[src/hw/rtl/sld_pkg.sv]
// Shared types and constants for the length-prefixed frame deframer.
package sld_pkg;

  localparam int unsigned ByteW    = 8;
  localparam int unsigned PatternW = 24;
  localparam int unsigned LengthW  = 16;
  localparam int unsigned StatusW  = 2;
  localparam int unsigned RegIdxW  = 2;

  // Configuration register indexes
  localparam logic [RegIdxW-1:0] REG_START_PATTERN = 2'd0;
  localparam logic [RegIdxW-1:0] REG_END_PATTERN   = 2'd1;
  localparam logic [RegIdxW-1:0] REG_CHECK_SEED    = 2'd2;

  // Frame status codes
  localparam logic [StatusW-1:0] STATUS_GOOD      = 2'd0;
  localparam logic [StatusW-1:0] STATUS_CHECK_BAD = 2'd1;
  localparam logic [StatusW-1:0] STATUS_END_BAD   = 2'd2;

  typedef enum logic [7:0] {
    PH_HUNT    = 8'b0000_0001,
    PH_LEN_HI  = 8'b0000_0010,
    PH_LEN_LO  = 8'b0000_0100,
    PH_PAYLOAD = 8'b0000_1000,
    PH_CHECK   = 8'b0001_0000,
    PH_END0    = 8'b0010_0000,
    PH_END1    = 8'b0100_0000,
    PH_END2    = 8'b1000_0000
  } phase_t;

  typedef struct packed {
    logic [PatternW-1:0] start_pattern;
    logic [PatternW-1:0] end_pattern;
    logic [ByteW-1:0]    check_seed;
  } cfg_t;

  typedef struct packed {
    logic [ByteW-1:0]   out_byte;
    logic               is_payload;
    logic               frame_done;
    logic [StatusW-1:0] frame_status;
    logic [LengthW-1:0] frame_length;
  } result_t;

endpackage

[src/hw/rtl/sld_parse.sv]
// Frame parser: hunt window, header, payload check and end pattern compare.
module sld_parse (
  input  logic                   clk,
  input  logic                   rst,
  input  logic                   step,
  input  logic [sld_pkg::ByteW-1:0] rx_byte,
  input  sld_pkg::cfg_t          cfg,
  output logic                   emit,
  output sld_pkg::result_t       result
);
  import sld_pkg::*;

  phase_t             phase, phase_next;
  logic [LengthW-1:0] hunt_window, hunt_window_next;
  logic [1:0]         hunt_fill, hunt_fill_next;
  logic [LengthW-1:0] payload_length, payload_length_next;
  logic [LengthW-1:0] bytes_left, bytes_left_next;
  logic [ByteW-1:0]   running_check, running_check_next;
  logic               end_bad, end_bad_next;

  logic [PatternW-1:0] win;
  logic [LengthW-1:0]  len_full;
  logic [LengthW-1:0]  left_dec;
  logic                end_miss;

  assign win      = {hunt_window, rx_byte};
  assign len_full = {payload_length[LengthW-1:ByteW], rx_byte};
  assign left_dec = bytes_left - LengthW'(1);

  always_comb begin
    phase_next          = phase;
    hunt_window_next    = hunt_window;
    hunt_fill_next      = hunt_fill;
    payload_length_next = payload_length;
    bytes_left_next     = bytes_left;
    running_check_next  = running_check;
    end_bad_next        = end_bad;
    emit                = 1'b0;
    result              = '0;
    end_miss            = 1'b0;
    unique case (phase)
      PH_HUNT: begin
        if (hunt_fill == 2'd2 && win == cfg.start_pattern) begin
          phase_next = PH_LEN_HI;
        end else begin
          hunt_window_next = win[LengthW-1:0];
          if (hunt_fill != 2'd2) hunt_fill_next = hunt_fill + 2'd1;
        end
      end
      PH_LEN_HI: begin
        payload_length_next = {rx_byte, {ByteW{1'b0}}};
        phase_next          = PH_LEN_LO;
      end
      PH_LEN_LO: begin
        payload_length_next = len_full;
        bytes_left_next     = len_full;
        running_check_next  = cfg.check_seed;
        end_bad_next        = 1'b0;
        phase_next          = (len_full == '0) ? PH_CHECK : PH_PAYLOAD;
      end
      PH_PAYLOAD: begin
        running_check_next = running_check ^ rx_byte;
        bytes_left_next    = left_dec;
        if (left_dec == '0) phase_next = PH_CHECK;
        emit              = 1'b1;
        result.out_byte   = rx_byte;
        result.is_payload = 1'b1;
      end
      PH_CHECK: begin
        if (rx_byte != running_check) begin
          emit                = 1'b1;
          result.frame_done   = 1'b1;
          result.frame_status = STATUS_CHECK_BAD;
          result.frame_length = payload_length;
          phase_next          = PH_HUNT;
          hunt_window_next    = '0;
          hunt_fill_next      = '0;
        end else begin
          phase_next = PH_END0;
        end
      end
      PH_END0: begin
        if (rx_byte != cfg.end_pattern[23:16]) end_bad_next = 1'b1;
        phase_next = PH_END1;
      end
      PH_END1: begin
        if (rx_byte != cfg.end_pattern[15:8]) end_bad_next = 1'b1;
        phase_next = PH_END2;
      end
      PH_END2: begin
        end_miss            = rx_byte != cfg.end_pattern[7:0];
        emit                = 1'b1;
        result.frame_done   = 1'b1;
        result.frame_status = (end_bad || end_miss) ? STATUS_END_BAD : STATUS_GOOD;
        result.frame_length = payload_length;
        phase_next          = PH_HUNT;
        hunt_window_next    = '0;
        hunt_fill_next      = '0;
      end
      default: begin
        phase_next = PH_HUNT;
      end
    endcase
  end

  always_ff @(posedge clk) begin
    if (rst) begin
      phase          <= PH_HUNT;
      hunt_window    <= '0;
      hunt_fill      <= '0;
      payload_length <= '0;
      bytes_left     <= '0;
      running_check  <= '0;
      end_bad        <= 1'b0;
    end else if (step) begin
      phase          <= phase_next;
      hunt_window    <= hunt_window_next;
      hunt_fill      <= hunt_fill_next;
      payload_length <= payload_length_next;
      bytes_left     <= bytes_left_next;
      running_check  <= running_check_next;
      end_bad        <= end_bad_next;
    end
  end

endmodule

[src/hw/rtl/sld_out_reg.sv]
// Result register on the output channel.
module sld_out_reg (
  input  logic             clk,
  input  logic             rst,
  input  logic             load_valid,
  input  sld_pkg::result_t load_data,
  output logic             slot_free,
  output logic             out_valid,
  input  logic             out_stall,
  output sld_pkg::result_t data
);
  import sld_pkg::*;

  assign slot_free = !out_valid || !out_stall;

  always_ff @(posedge clk) begin
    if (rst) begin
      out_valid <= 1'b0;
    end else if (slot_free) begin
      out_valid <= load_valid;
    end
  end

  // hold the payload while the receiver stalls
  always_ff @(posedge clk) begin
    if (slot_free && load_valid) begin
      data <= load_data;
    end
  end

endmodule

[src/hw/rtl/sync_length_xor_deframer.sv]
// Top level of the length-prefixed frame deframer with XOR check byte.
//
// Input channel: one received byte per transfer on rx_byte, in_valid/in_stall.
// Output channel: out_valid/out_stall; each result is either a payload byte
// (is_payload) or a status item ending a frame attempt (frame_done with
// frame_status and frame_length), given by a bad check byte or the last end byte.
// Configuration: cfg_valid/cfg_ready write channel, cfg_index selects start
// pattern (0), end pattern (1) or check seed (2); other indexes are ignored.
// cfg_ready is always high; write only while no frame byte is in flight.
//
// An accepted byte is held in the input register, the parser works on it and
// writes its result into the output register, from which it is offered. One
// byte per cycle is sustained while no result waits on a stalled receiver, set
// by the single parser step between the two registers.
// When the receiver stalls with a result waiting, the parser holds until the
// result register frees; bytes that give no result still pass. in_stall rises
// only when the input register cannot move on.
// Reset clears all configuration registers to zero, empties both registers
// and puts the parser back to hunting with an empty window.
module sync_length_xor_deframer (
  input  logic                          clk,
  input  logic                          rst,
  input  logic                          in_valid,
  output logic                          in_stall,
  input  logic [sld_pkg::ByteW-1:0]     rx_byte,
  output logic                          out_valid,
  input  logic                          out_stall,
  output logic [sld_pkg::ByteW-1:0]     out_byte,
  output logic                          is_payload,
  output logic                          frame_done,
  output logic [sld_pkg::StatusW-1:0]   frame_status,
  output logic [sld_pkg::LengthW-1:0]   frame_length,
  input  logic                          cfg_valid,
  output logic                          cfg_ready,
  input  logic [sld_pkg::RegIdxW-1:0]   cfg_index,
  input  logic [sld_pkg::PatternW-1:0]  cfg_data
);
  import sld_pkg::*;

  cfg_t             cfg;
  logic             s1_valid;
  logic [ByteW-1:0] s1_byte;
  logic             s1_advance;
  logic             emit;
  logic             slot_free;
  result_t          result;
  result_t          out_data;

  assign cfg_ready = 1'b1;

  always_ff @(posedge clk) begin
    if (rst) begin
      cfg <= '0;
    end else if (cfg_valid) begin
      unique case (cfg_index)
        REG_START_PATTERN: cfg.start_pattern <= cfg_data;
        REG_END_PATTERN:   cfg.end_pattern   <= cfg_data;
        REG_CHECK_SEED:    cfg.check_seed    <= cfg_data[ByteW-1:0];
        default: ;
      endcase
    end
  end

  // advance unless a result is due and the output register is full and stalled
  assign s1_advance = s1_valid && (!emit || slot_free);
  assign in_stall   = s1_valid && !s1_advance;

  always_ff @(posedge clk) begin
    if (rst) begin
      s1_valid <= 1'b0;
    end else if (in_valid && !in_stall) begin
      s1_valid <= 1'b1;
    end else if (s1_advance) begin
      s1_valid <= 1'b0;
    end
  end

  always_ff @(posedge clk) begin
    if (in_valid && !in_stall) begin
      s1_byte <= rx_byte;
    end
  end

  sld_parse u_parse (
    .clk     (clk),
    .rst     (rst),
    .step    (s1_advance),
    .rx_byte (s1_byte),
    .cfg     (cfg),
    .emit    (emit),
    .result  (result)
  );

  sld_out_reg u_out_reg (
    .clk        (clk),
    .rst        (rst),
    .load_valid (s1_valid && emit),
    .load_data  (result),
    .slot_free  (slot_free),
    .out_valid  (out_valid),
    .out_stall  (out_stall),
    .data       (out_data)
  );

  assign out_byte     = out_data.out_byte;
  assign is_payload   = out_data.is_payload;
  assign frame_done   = out_data.frame_done;
  assign frame_status = out_data.frame_status;
  assign frame_length = out_data.frame_length;

endmodule
[config.mk]
export PLATFORM = sky130hd
export DESIGN_NAME = sync_length_xor_deframer
export DESIGN_NICKNAME = d
export VERILOG_FILES = /design/src/hw/rtl/sld_pkg.sv /design/src/hw/rtl/sld_parse.sv /design/src/hw/rtl/sld_out_reg.sv /design/src/hw/rtl/sync_length_xor_deframer.sv
export SDC_FILE = /design/constraint.sdc
export NUM_CORES = 1
export LEC_CHECK = 0
export BUFFER_PORTS_ARGS = -buffer_cell sky130_fd_sc_hd__buf_2
export CAP_MARGIN = 20
export CORE_MARGIN = 10
export CORE_UTILIZATION = 60
export DETAILED_ROUTE_END_ITERATION = 16
export HOLD_SLACK_MARGIN = 0.1
export PLACE_DENSITY = 0.78
export SYNTH_ARGS = -nofsm -noshare
export SYNTH_HDL_FRONTEND = slang
export SYNTH_SLANG_ARGS = --single-unit
[constraint.sdc]
create_clock -name clk -period 10.5 [get_ports clk]
set_clock_uncertainty 0.15 [all_clocks]
set_input_delay 1.05 -clock clk [delete_from_list [all_inputs] [get_ports clk]]
set_output_delay 1.05 -clock clk [all_outputs]
set_load 0.02 [all_outputs]
# Yosys cells after proc, flatten, opt, wreduce, memory -nomap -nowiden
# Cells that the tools add are included.
[totals]
reg_bits = 161
latch_bits = 0
ram_bits = 0
mem_bits_ro = 0
input_bits = 39
wordCells = 106
memories = 0
[op_classes]
add_sub_neg = 2
n_mul = 0
div_mod_pow = 0
magnitude_cmp = 0
n_eq_ne = 24
shift = 0
n_mux = 26
bitwise = 2
reduce_logical = 33
[ops]
columns = ["cell", "n"]
rows = [
  ["case mux 16 bit (2 select lines)", 2],
  ["case mux 8 bit (7 select lines)", 1],
  ["case mux 16 bit (3 select lines)", 1],
  ["case mux 19 bit (2 select lines)", 1],
  ["logical NOT 16 bit", 2],
  ["two-way mux 16 bit", 2],
  ["!= test 8 bit", 4],
  ["== test 24 bit", 1],
  ["two-way mux 19 bit", 1],
  ["two-way mux 8 bit", 2],
  ["case mux 8 bit (2 select lines)", 1],
  ["subtractor 16 x 1 -> 16 bit, second input constant", 1],
  ["!= test 2 x 1 -> 1 bit, second input constant", 6],
  ["AND reduction 2 bit", 5],
  ["== test 8 x 1 -> 1 bit, second input constant", 1],
  ["== test 8 x 2 -> 1 bit, second input constant", 1],
  ["== test 8 x 3 -> 1 bit, second input constant", 1],
  ["== test 8 x 4 -> 1 bit, second input constant", 1],
  ["== test 8 x 5 -> 1 bit, second input constant", 1],
  ["== test 8 x 6 -> 1 bit, second input constant", 1],
  ["== test 8 x 7 -> 1 bit, second input constant", 1],
  ["== test 8 bit, second input constant", 1],
  ["two-way mux 2 bit", 4],
  ["AND reduction 4 bit", 2],
  ["21 further kinds", 43],
]

# Depth between registers and ports, before layout
# Gate-level depths: netlist (run 1).
[depth]
ltp_word = 11
mapped_depth = 11
mapped_depth_nobuf = 9

# Modules after synthesis
# A second synthesis (run 1) with hierarchy kept.
[unflattened]
hier_cells = 828
area_unflattened_um2 = 7948.9
[modules_own_cells]
columns = ["module", "n_inst", "cells_each", "area_per_inst_um2", "seq_area_each_um2"]
rows = [
  ["sld_parse", 1, 563, 4433.0, 1341.3],
  ["sync_length_xor_deframer", 1, 232, 2636.3, 1381.3],
  ["sld_out_reg", 1, 33, 879.6, 860.8],
]

# Worst setup path before layout (run 1)
# No wires, ideal clock.
[synth_path]
path_kind = "register -> register"
startpoint = "reg u_parse.phase[7]"
endpoint = "reg u_out_reg.data[0] in the netlist's numbering, enable pin"
setup_time_ns = 0.413
arrival_time_ns = 2.952
required_time_ns = 9.937
setup_slack_ns = 6.986
path_stages_with_launch = 8
period_less_slack_ns = 3.514
path_cell_list = "dfxtp_1 nor4_1 nand4b_1 a21oi_1 nand2b_1 clkbuf_1 nor2_1 nor2_1"
[synth_between]
elab_chain_len = 5
word_cells_on_any_way = 7
classes_between = "3 x eq/ne; 1 x mux; 3 x reduce/logical"
[synth_rtl]
columns = ["item", "line", "rtl"]
rows = [
  ["start: declaration", "sld_parse.sv:13", "phase_t phase, phase_next;"],
  ["start signal: assignment", "sld_parse.sv:116", "phase <= phase_next;"],
  ["== test 8 bit / == test 8 x 4 -> 1 bit (equally long branches)", "sld_parse.sv:41", "unique case (phase)"],
  ["OR reduction 2 bit (no source line)", "n/a", ""],
  ["case mux 1 bit (2 select lines) *", "sld_parse.sv:41", ""],
  ["logical AND 1 bit *", "sync_length_xor_deframer.sv:97", ".load_valid (s1_valid && emit),"],
  ["logical AND 1 bit *", "sld_out_reg.sv:26", "if (slot_free && load_valid) begin"],
  ["end signal: assignment", "sld_out_reg.sv:27", "data <= load_data;"],
  ["end: declaration", "sld_out_reg.sv:10", "output sld_pkg::result_t data"],
]
# Mark *: on every way between the ends. The rest lies on a longest branch, timed or not.
# A chain may end at the register's enable or synchronous reset.

# Worst setup path after layout (run 1)
[layout_path]
startpoint = "reg u_parse.phase[6]"
endpoint = "out in_stall"
[layout_between]
elab_chain_len = 8
word_cells_on_any_way = 10
classes_between = "3 x eq/ne; 1 x mux; 6 x reduce/logical"
[layout_rtl]
columns = ["item", "line", "rtl"]
rows = [
  ["== test 8 bit / == test 8 x 4 -> 1 bit (equally long branches)", "sld_parse.sv:41", ""],
  ["OR reduction 2 bit (no source line)", "n/a", ""],
  ["case mux 1 bit (2 select lines) *", "sld_parse.sv:41", ""],
  ["logical NOT 1 bit *", "sync_length_xor_deframer.sv:65", "assign s1_advance = s1_valid && (!emit || slot_free);"],
  ["logical OR 1 bit *", "sync_length_xor_deframer.sv:65", ""],
  ["logical AND 1 bit *", "sync_length_xor_deframer.sv:65", ""],
  ["logical NOT 1 bit *", "sync_length_xor_deframer.sv:66", "assign in_stall = s1_valid && !s1_advance;"],
  ["logical AND 1 bit *", "sync_length_xor_deframer.sv:66", ""],
  ["end: declaration", "sync_length_xor_deframer.sv:24", "output logic in_stall,"],
]
# Marks and branches as above.

==> results of run 1 <==
-- power breakdown --
group | internal [mW] | switching, mW | leakage [nW]
combinational | 0.0677 | 0.0983 | 1.44
sequential | 0.657 | 0.0362 | 1.41
clock | 0.418 | 0.248 | 0.302
-- kinds of logic (layout without fill, tap and decap cells) --
logic type | Yosys count | count (layout) | synth area share
AO/OA/AOI/OAI | 192 | 192 | 0.151
XOR/XNOR | 60 | 60 | 0.0703
adder cells (fa/ha/maj) | 3 | 3 | 0.00502
buffers and inverters | 68 | 116 | 0.0368
flip-flops | 161 | 161 | 0.479
multiplexers | 20 | 20 | 0.0268
other | 1 | 1 | 0.000502
AND/OR/NAND/NOR | 355 | 355 | 0.230
-- synth_stat cells, types with 15 or more instances --
library cell,n,area (um2)
xnor2_1,47,412
and2_1,26,163
clkbuf_1,54,203
mux2i_1,20,200
dfxtp_1,125,2500
edfxtp_1,36,1080
nor3_1,15,75.1
nand2_1,139,522
o21ai_0,33,165
a22oi_1,20,150
nand3_1,23,115
nor2_1,64,240
a21oi_1,91,455
nand2b_1,26,163
-- through the flow --
step                instances  setup slack (ns)  hold WS, ns  cell area [um2]
floorplan                 860              6.99        0.298             7470
global placement         1042              6.81        0.303             7840
detailed placement       1044              6.67        0.311             7860
CTS                      1076              6.19        0.320             8510
global route             1076              5.70        0.345             8510
finish                   1076              6.12        0.318             8510
-- layer usage --
| metal | vias to the layer above | track usage |
|---|---|---|
| li1 | 3062 | - |
| met1 | 3051 | 0.273 |
| met2 | 326 | 0.367 |
| met3 | 55 | 0.0606 |
| met4 | 0 | 0.0964 |
| met5 | - | 0 |
-- critical path: cells and delay by family, from the launching register on --
kind | cells | cell delay, ns
AOI/OAI and AO/OA | 1 | 0.20
and+or+nand+nor | 3 | 1.19
DFF | 1 | 0.37
buffers and inverters | 2 | 0.98
-- worst paths after layout --
| kind | from | endpoint | slack [ns] | depth (start not counted) |
|---|---|---|---|---|
| worst max-delay path | u_parse.phase[6] | in_stall | 6.12 | 6 |
| worst min-delay path | cfg[45] | cfg[45] | 0.32 | 2 |
| worst max register to register | s1_byte[4] | s1_byte[5] | 6.76 | 7 |
| worst min register to register | cfg[45] | cfg[45] | 0.32 | 2 |
-- sequential cells by signal, indices dropped and copies added (netlist names) --
signal and cells:
cfg 56, s1_byte 8, s1_valid 1, u_out_reg.data 28, u_out_reg.out_valid 1, u_parse.bytes_left 16
u_parse.end_bad 1, u_parse.hunt_fill 2, u_parse.hunt_window 16, u_parse.payload_length 16, u_parse.phase 8, u_parse.running_check 8
-- final cells by class --
cell class / instances / area [um2]
Clock buffer: 21 / 470
Clock inverter: 11 / 176
Fill cell: 936 / 3600
Inverter: 9 / 33.8
Multi-Input combinational cell: 631 / 3630
Sequential cell: 161 / 3580
Tap cell: 168 / 210
Timing Repair Buffer: 75 / 407
-- cell usage in the layout (no fill, tap or decap), types with 15 or more instances in the layout --
cell type	count
nand2_1	139
dfxtp_1	125
a21oi_1	91
buf_2	67
nor2_1	63
xnor2_1	47
edfxtp_1	36
o21ai_0	33
nand2b_1	26
and2_1	26
nand3_1	23
a22oi_1	20
mux2i_1	20
clkbuf_16	17
nor3_1	15
==> out/metrics.cfg, run 1 <==
[cts]
clkTransAtPathRegs_ns = 0.06
cts_resized = 0
tritoncts = yes
cts.sinks = 161
postCtsHoldBufs = 0
clock_latency_ns = 0.43
clockBufferDepth = 2
cts-root-buf = clkbuf_16
cts_max_level = 4
numCtsBuffers = 17
post-cts-setup-buffer-count = 0

[timing]
fin_crit_ns = 4.38
setup_violations = 0
final.setup.tns_ns = 0
min_period_over_period = 0.417
finalHoldViolations = 0
slew_headroom = 0.296
rsz0062_at_grt = false
tightest_slew_ns = 1.05
slew_viol_final = 0
fmax_mhz = 228

[routing]
wl_met3_um = 1490
top_layer = met4
num_vias = 6494
routed_via_density = 6.04
drt_first_pass_iters = 5
wl_um = 19800
wire_per_inst_um = 18.4
wl_met2_um = 9360
final_antenna_net_count = 0
drt_iter0_drc = 793
drc = 0
wl_met1_um = 8360

[synthesis]
syn_area_um2 = 7470
synth.ff_latch_count = 161
synth-edff-count = 36
synth_cells = 860
synth_fp_nets = 902
avgSynthCellArea_um2 = 8.69
async_reset_ff_frac = 0
synth_warnings = 0
yosysSeqAreaShare = 0.479
ys_types = 55
synthFlopType = dfxtp_1

[floorplan]
core_um2 = 12100
start_util = 0.617
dieArea_um2 = 17300
row_count = 40
die_x_um = 132
io_pins = 70
die_h_um = 132

[hold_path]
hp-class = reg2reg

[final_layout]
syn2layout_area_growth_pct = 13.8
drive_above_1_share = 0.130
final_nets = 937
antennaDiodeCount = 0
utilization = 0.703

[power]
p_per_area_nw_per_um2 = 179
power.leakage_nw = 3.15
ir_drop_v = 0.000124
total_power_mw = 1.53

[worst_setup_path]
slowest_delay_ns = 0.78
cpMostUsedCell = nor2_1
critPathCaptureType = output pin
setup.worst_path.start_class = flop
cp.required_ns = 9.30
critPathArrivalTime_ns = 3.18
crit_chain = nor2_1, nand4_1, inv_1, o21ai_0, nor2_1, buf_2
worstSetupPathType = reg2out
worstPathMaxFanout = 21
slowest_stage = inv_1

[place]
numPortBuffers = 68
dp_hpwl_um = 13300
finalWeightedCongestion = 0.935

[global_route]
grt_start_max_net_pins = 73
grt_pass1_wl_um = 32100
gr-total-overflow = 0
grt_antenna_before_repair = 0
grt_util_all_layers = 0.225
grt_pass1_vias = 6317

[job]
maxCapViolCount = 0

[outcome]
status = finished, final reports clean

No activity file was read; power rests on OpenSTA's default activity.
==> inputs of run 2 (changes only) <==
Settings changed: CORE_UTILIZATION 60 to 54, PLACE_DENSITY 0.78 to 0.74.
Clock period 10.5 ns to 3.9 ns, I/O delays scaled along.
==> out/metrics.cfg, run 2 (synthesized netlist as in run 1, its figures left out) <==
[cts]
postCtsHoldBufs = 33  ; +33
clockBufferDepth = 2  ; unchanged
cts_max_level = 4  ; unchanged
cts_resized = 0  ; unchanged
numCtsBuffers = 17  ; unchanged
cts.sinks = 161  ; unchanged
clkTransAtPathRegs_ns = 0.07  ; about the same
tritoncts = yes
post-cts-setup-buffer-count = 0  ; unchanged
clock_latency_ns = 0.43  ; about the same
cts-root-buf = clkbuf_16

[worst_setup_path]
worstSetupPathType = reg2out
critPathArrivalTime_ns = 3.10  ; -0.08 ns
worstPathMaxFanout = 19  ; -9.5%
setup.worst_path.start_class = flop
cp.required_ns = 3.36  ; -5.94 ns
r2r-start = u_parse.bytes_left[0]
r2r_end = u_parse.phase[7]
r2r_slack_ns = 0.71  ; -6.05 ns
rr_worst_depth = 9  ; +2
critPathCaptureType = output pin

[final_layout]
largest_reg_flops = 56  ; unchanged
drive_above_1_share = 0.139  ; +0.00902
top_register = cfg
final_cell_mix = nand2_1, dfxtp_1, a21oi_1
fill_cells = 1080  ; +15%
final_cell_area_um2 = 8880  ; +4.4%
final_nets = 986  ; +5.2%
final_common_cell = nand2_1
top_regs = cfg (56), u_out_reg.data (28)
antennaDiodeCount = 0  ; unchanged
fin_cells = 1133  ; +5.3%
syn2layout_area_growth_pct = 18.8
utilization = 0.663  ; -0.0398

[place]
dp_cells = 1068  ; +2.3%
finalWeightedCongestion = 0.931  ; -0.35%
placed_cell_area_um2 = 7980  ; +1.5%
dp_hpwl_um = 12800  ; -3.5%
numPortBuffers = 68  ; unchanged
dp_slack_ns = 0.767  ; -5.90 ns

[routing]
wl_met2_um = 9200  ; -1.7%
wl_um = 19500  ; -1.6%
routed_via_density = 5.66  ; -6.2%
wl_met3_um = 1540  ; +3.6%
wl_met1_um = 8180  ; -2.1%
final_antenna_net_count = 0  ; unchanged
drt_first_pass_iters = 5  ; unchanged
top_layer = met4
num_vias = 6411  ; -1.3%
drt_iter0_drc = 537  ; -32%
wire_per_inst_um = 17.2  ; -6.5%
drc = 0  ; unchanged

[timing]
slew_viol_final = 0  ; unchanged
tightest_slew_ns = 1.03  ; -0.0204 ns
fmax_mhz = 275
final.setup.tns_ns = 0  ; unchanged
fin_crit_ns = 3.64
min_period_over_period = 0.932
setup_violations = 0  ; unchanged
rsz0062_at_grt = false
layout_setup_ws_ns = 0.264  ; -5.86 ns
slew_headroom = 0.310  ; +0.0136
finalHoldViolations = 0  ; unchanged
hold_slack_ns = 0.159  ; -0.159 ns

[power]
p_per_area_nw_per_um2 = 447  ; +150%
total_power_mw = 3.97  ; +160%
power.leakage_nw = 3.33  ; +5.8%
ir_drop_v = 0.000365  ; +190%

[job]
maxCapViolCount = 0  ; unchanged

[floorplan]
dieArea_um2 = 18900  ; +9.4%
die_h_um = 138  ; +4.6%
io_pins = 70  ; unchanged
row_count = 42  ; +5.0%
start_util = 0.558  ; -0.0594
core_um2 = 13400  ; +11%
die_x_um = 138  ; +4.6%

[hold_path]
hp-class = in2reg
holdPathEnd = u_out_reg.out_valid
min-delay-start = out_stall
whs_path_depth = 3  ; +1

[global_route]
grt_antenna_before_repair = 0  ; unchanged
grt_pass1_vias = 6078  ; -3.8%
grt_pass1_wl_um = 31100  ; -3.0%
grt_util_all_layers = 0.207  ; -0.0173
gr-total-overflow = 0  ; unchanged
grt_start_max_net_pins = 53  ; -27%

[outcome]
status = finished, final reports clean

## run 2: final cells by class
class,count,area (um2),share of cell area
flip-flops and latches,161,3580,0.403
clock inverters,11,104,0.0117
multi-input cells,631,3630,0.409
inverters,9,33.8,0.00380
clock buffers,21,465,0.0524
repair buffers,124,846,0.0952
well taps,176,220,0.0248
## run 2: per-layer routing
layer,vias to the layer above,GRT usage
met5,-,0
met4,0,0.0884
met3,49,0.0532
met2,213,0.341
met1,3006,0.252
li1,3143,-
## run 2: report_power, final
part	internal, mW	switching (mW)
Combinational	0.225	0.304
Clock	0.926	0.684
Sequential	1.77	0.0597
## run 2: how the worst max path moves through the flow
stage	start	end	slack [ns]	cells after the start
floorplan	u_parse.phase[7]	u_out_reg.data[0]	0.39	7
global placement	u_parse.bytes_left[0]	u_parse.phase[6]	0.85	9
detailed placement	u_parse.bytes_left[0]	u_parse.phase[7]	0.77	9
CTS	u_parse.phase[7]	in_stall	0.35	7
global route	u_parse.phase[0]	in_stall	0.05	7
finish	u_parse.phase[7]	in_stall	0.26	7
## run 2: worst max-delay path, cell delays in order (launching register included)
cell and delay, ns:
dfxtp_1 0.34, nor4_1 0.56, nand4b_1 0.24, a21oi_1 0.39
nand2b_1 0.49, o21ai_0 0.21, nor2_1 0.22, buf_2 0.21
==> inputs of run 3 (changes only) <==
Settings changed: PLACE_DENSITY 0.74 to 0.77.
==> out/metrics.cfg, run 3 (synthesized netlist as in run 1, its figures left out) <==
[floorplan]
die_x_um = 138  ; unchanged
die_h_um = 138  ; unchanged
start_util = 0.558  ; unchanged
dieArea_um2 = 18900  ; unchanged
row_count = 42  ; unchanged
core_um2 = 13400  ; unchanged
io_pins = 70  ; unchanged

[power]
p_per_area_nw_per_um2 = 447  ; +0.15%
total_power_mw = 3.96  ; -0.14%
ir_drop_v = 0.000318  ; -13%
power.leakage_nw = 3.32  ; -0.37%

[final_layout]
fill_cells = 1062  ; -1.7%
largest_reg_flops = 56  ; unchanged
seqCellArea_um2 = 3580  ; unchanged
drive_above_1_share = 0.135  ; -0.00376
syn2layout_area_growth_pct = 18.5
top_register = cfg
final_nets = 983  ; -0.30%
final_cell_mix = nand2_1, dfxtp_1, a21oi_1
multiInputGateArea_um2 = 3630  ; about the same
top_regs = cfg (56), u_out_reg.data (28)
antennaDiodeCount = 0  ; unchanged
final_common_cell = nand2_1

[worst_setup_path]
r2r_slack_ns = 0.76  ; +0.05 ns
setup.worst_path.start_class = flop
worstSetupPathType = reg2out
rr_worst_depth = 9  ; unchanged
critPathCaptureType = output pin
worstPathMaxFanout = 19  ; unchanged
critPathArrivalTime_ns = 2.84  ; -0.26 ns
cp.required_ns = 3.36  ; about the same

[routing]
num_vias = 6468  ; +0.89%
final_antenna_net_count = 0  ; unchanged
wl_um = 19800  ; +1.8%
routed_via_density = 5.72  ; +1.2%
drt_first_pass_iters = 5  ; unchanged
drc = 0  ; unchanged
wire_per_inst_um = 17.6  ; +2.1%
drt_iter0_drc = 620  ; +15%

[global_route]
grt_util_all_layers = 0.211  ; +0.00342
gr-total-overflow = 0  ; unchanged
grt_pass1_wl_um = 31500  ; +1.2%
grt_antenna_before_repair = 0  ; unchanged
grt_start_max_net_pins = 81  ; +53%
grt_pass1_vias = 6020  ; -0.95%

[hold_path]
hp-class = in2reg
whs_path_depth = 3  ; unchanged

[cts]
tritoncts = yes
clockBufferDepth = 2  ; unchanged
cts-root-buf = clkbuf_16
numCtsBuffers = 17  ; unchanged
clock_latency_ns = 0.43  ; about the same
cts_max_level = 4  ; unchanged
cts.sinks = 161  ; unchanged
clkTransAtPathRegs_ns = 0.06  ; about the same

[timing]
tightest_slew_ns = 1.05  ; +0.0131 ns
min_period_over_period = 0.868  ; -0.0646
final.setup.tns_ns = 0  ; unchanged
setup_violations = 0  ; unchanged
fmax_mhz = 295  ; +7.4%
finalHoldViolations = 0  ; unchanged
slew_viol_final = 0  ; unchanged
slew_headroom = 0.301  ; -0.00875
fin_crit_ns = 3.38  ; -0.252 ns
rsz0062_at_grt = false

[job]
maxCapViolCount = 0  ; unchanged

[place]
dp_hpwl_um = 12600  ; -1.5%
finalWeightedCongestion = 0.925  ; -0.73%
numPortBuffers = 68  ; unchanged

[outcome]
status = finished, final reports clean

run 3: cell count changes in the layout (fill, tap and decap cells not counted), sizes merged:
cell      previous run  this run
buf                 91        88
clkinvlp             3         2
clkbuf              21        20
clkinv               4         8
bufinv               1         2
inv                 12         9
run 3: path summary, 6_finish.rpt:
path,from,endpoint
worst min-delay path,out_stall,u_out_reg.out_valid
worst max register to register,u_parse.bytes_left[0],u_parse.phase[6]
worst min register to register,cfg[29],cfg[29]
worst max-delay path,u_parse.phase[7],in_stall
run 3: metal layers:
| layer | up-vias | GRT usage | routed length, um |
|---|---|---|---|
| li1 | 3141 | - | - |
| met1 | 3045 | 0.258 | 8170 |
| met2 | 244 | 0.346 | 9730 |
| met3 | 38 | 0.0517 | 1480 |
| met4 | 0 | 0.0896 | 448 |
| met5 | - | 0 | 0 |
run 3: power by group:
part | internal, mW | switching [mW] | total (mW)
logic | 0.218 | 0.309 | 0.527
registers | 1.77 | 0.0575 | 1.83
clock network | 0.948 | 0.661 | 1.61
run 3: critical path, stage by stage (launching register included):
cell and delay, ns:
dfxtp_1 0.34, nor4_1 0.56, nand4b_1 0.22, a21oi_1 0.36, nand2b_2 0.39, o21ai_0 0.17
nor2_1 0.18, buf_2 0.20
run 3: repair_timing:
action | CTS | global route
buffers inserted | 0 | 0
setup endpoints to repair | 0 | 1
endpoints found under the hold margin | 58 | 0
gates resized for setup | 0 | 1
hold buffers | 33 | 0
run 3: per-stage QoR:
step | area [um2] | worst slack (ns) | cells | utilization | hold WS, ns
2_1_floorplan | 7470 | 0.386 | 860 | - | 0.298
4_1_cts | 8850 | 0.332 | 1130 | 0.661 | 0.124
6_report | 8850 | 0.516 | 1130 | 0.661 | 0.135
3_3_place_gp | 7960 | 0.870 | 1065 | 0.594 | 0.304
3_5_place_dp | 7960 | 0.805 | 1065 | 0.594 | 0.311
5_1_grt | 8850 | 0.220 | 1130 | 0.661 | 0.148
run 3: area by class of cell:
type | count | share of cell area
Multi-Input combinational cell | 631 | 0.410
Clock buffer | 20 | 0.0504
Timing Repair Buffer | 121 | 0.0930
Tap cell | 176 | 0.0249
Clock inverter | 12 | 0.0131
Sequential cell | 161 | 0.405
Inverter | 9 | 0.00382
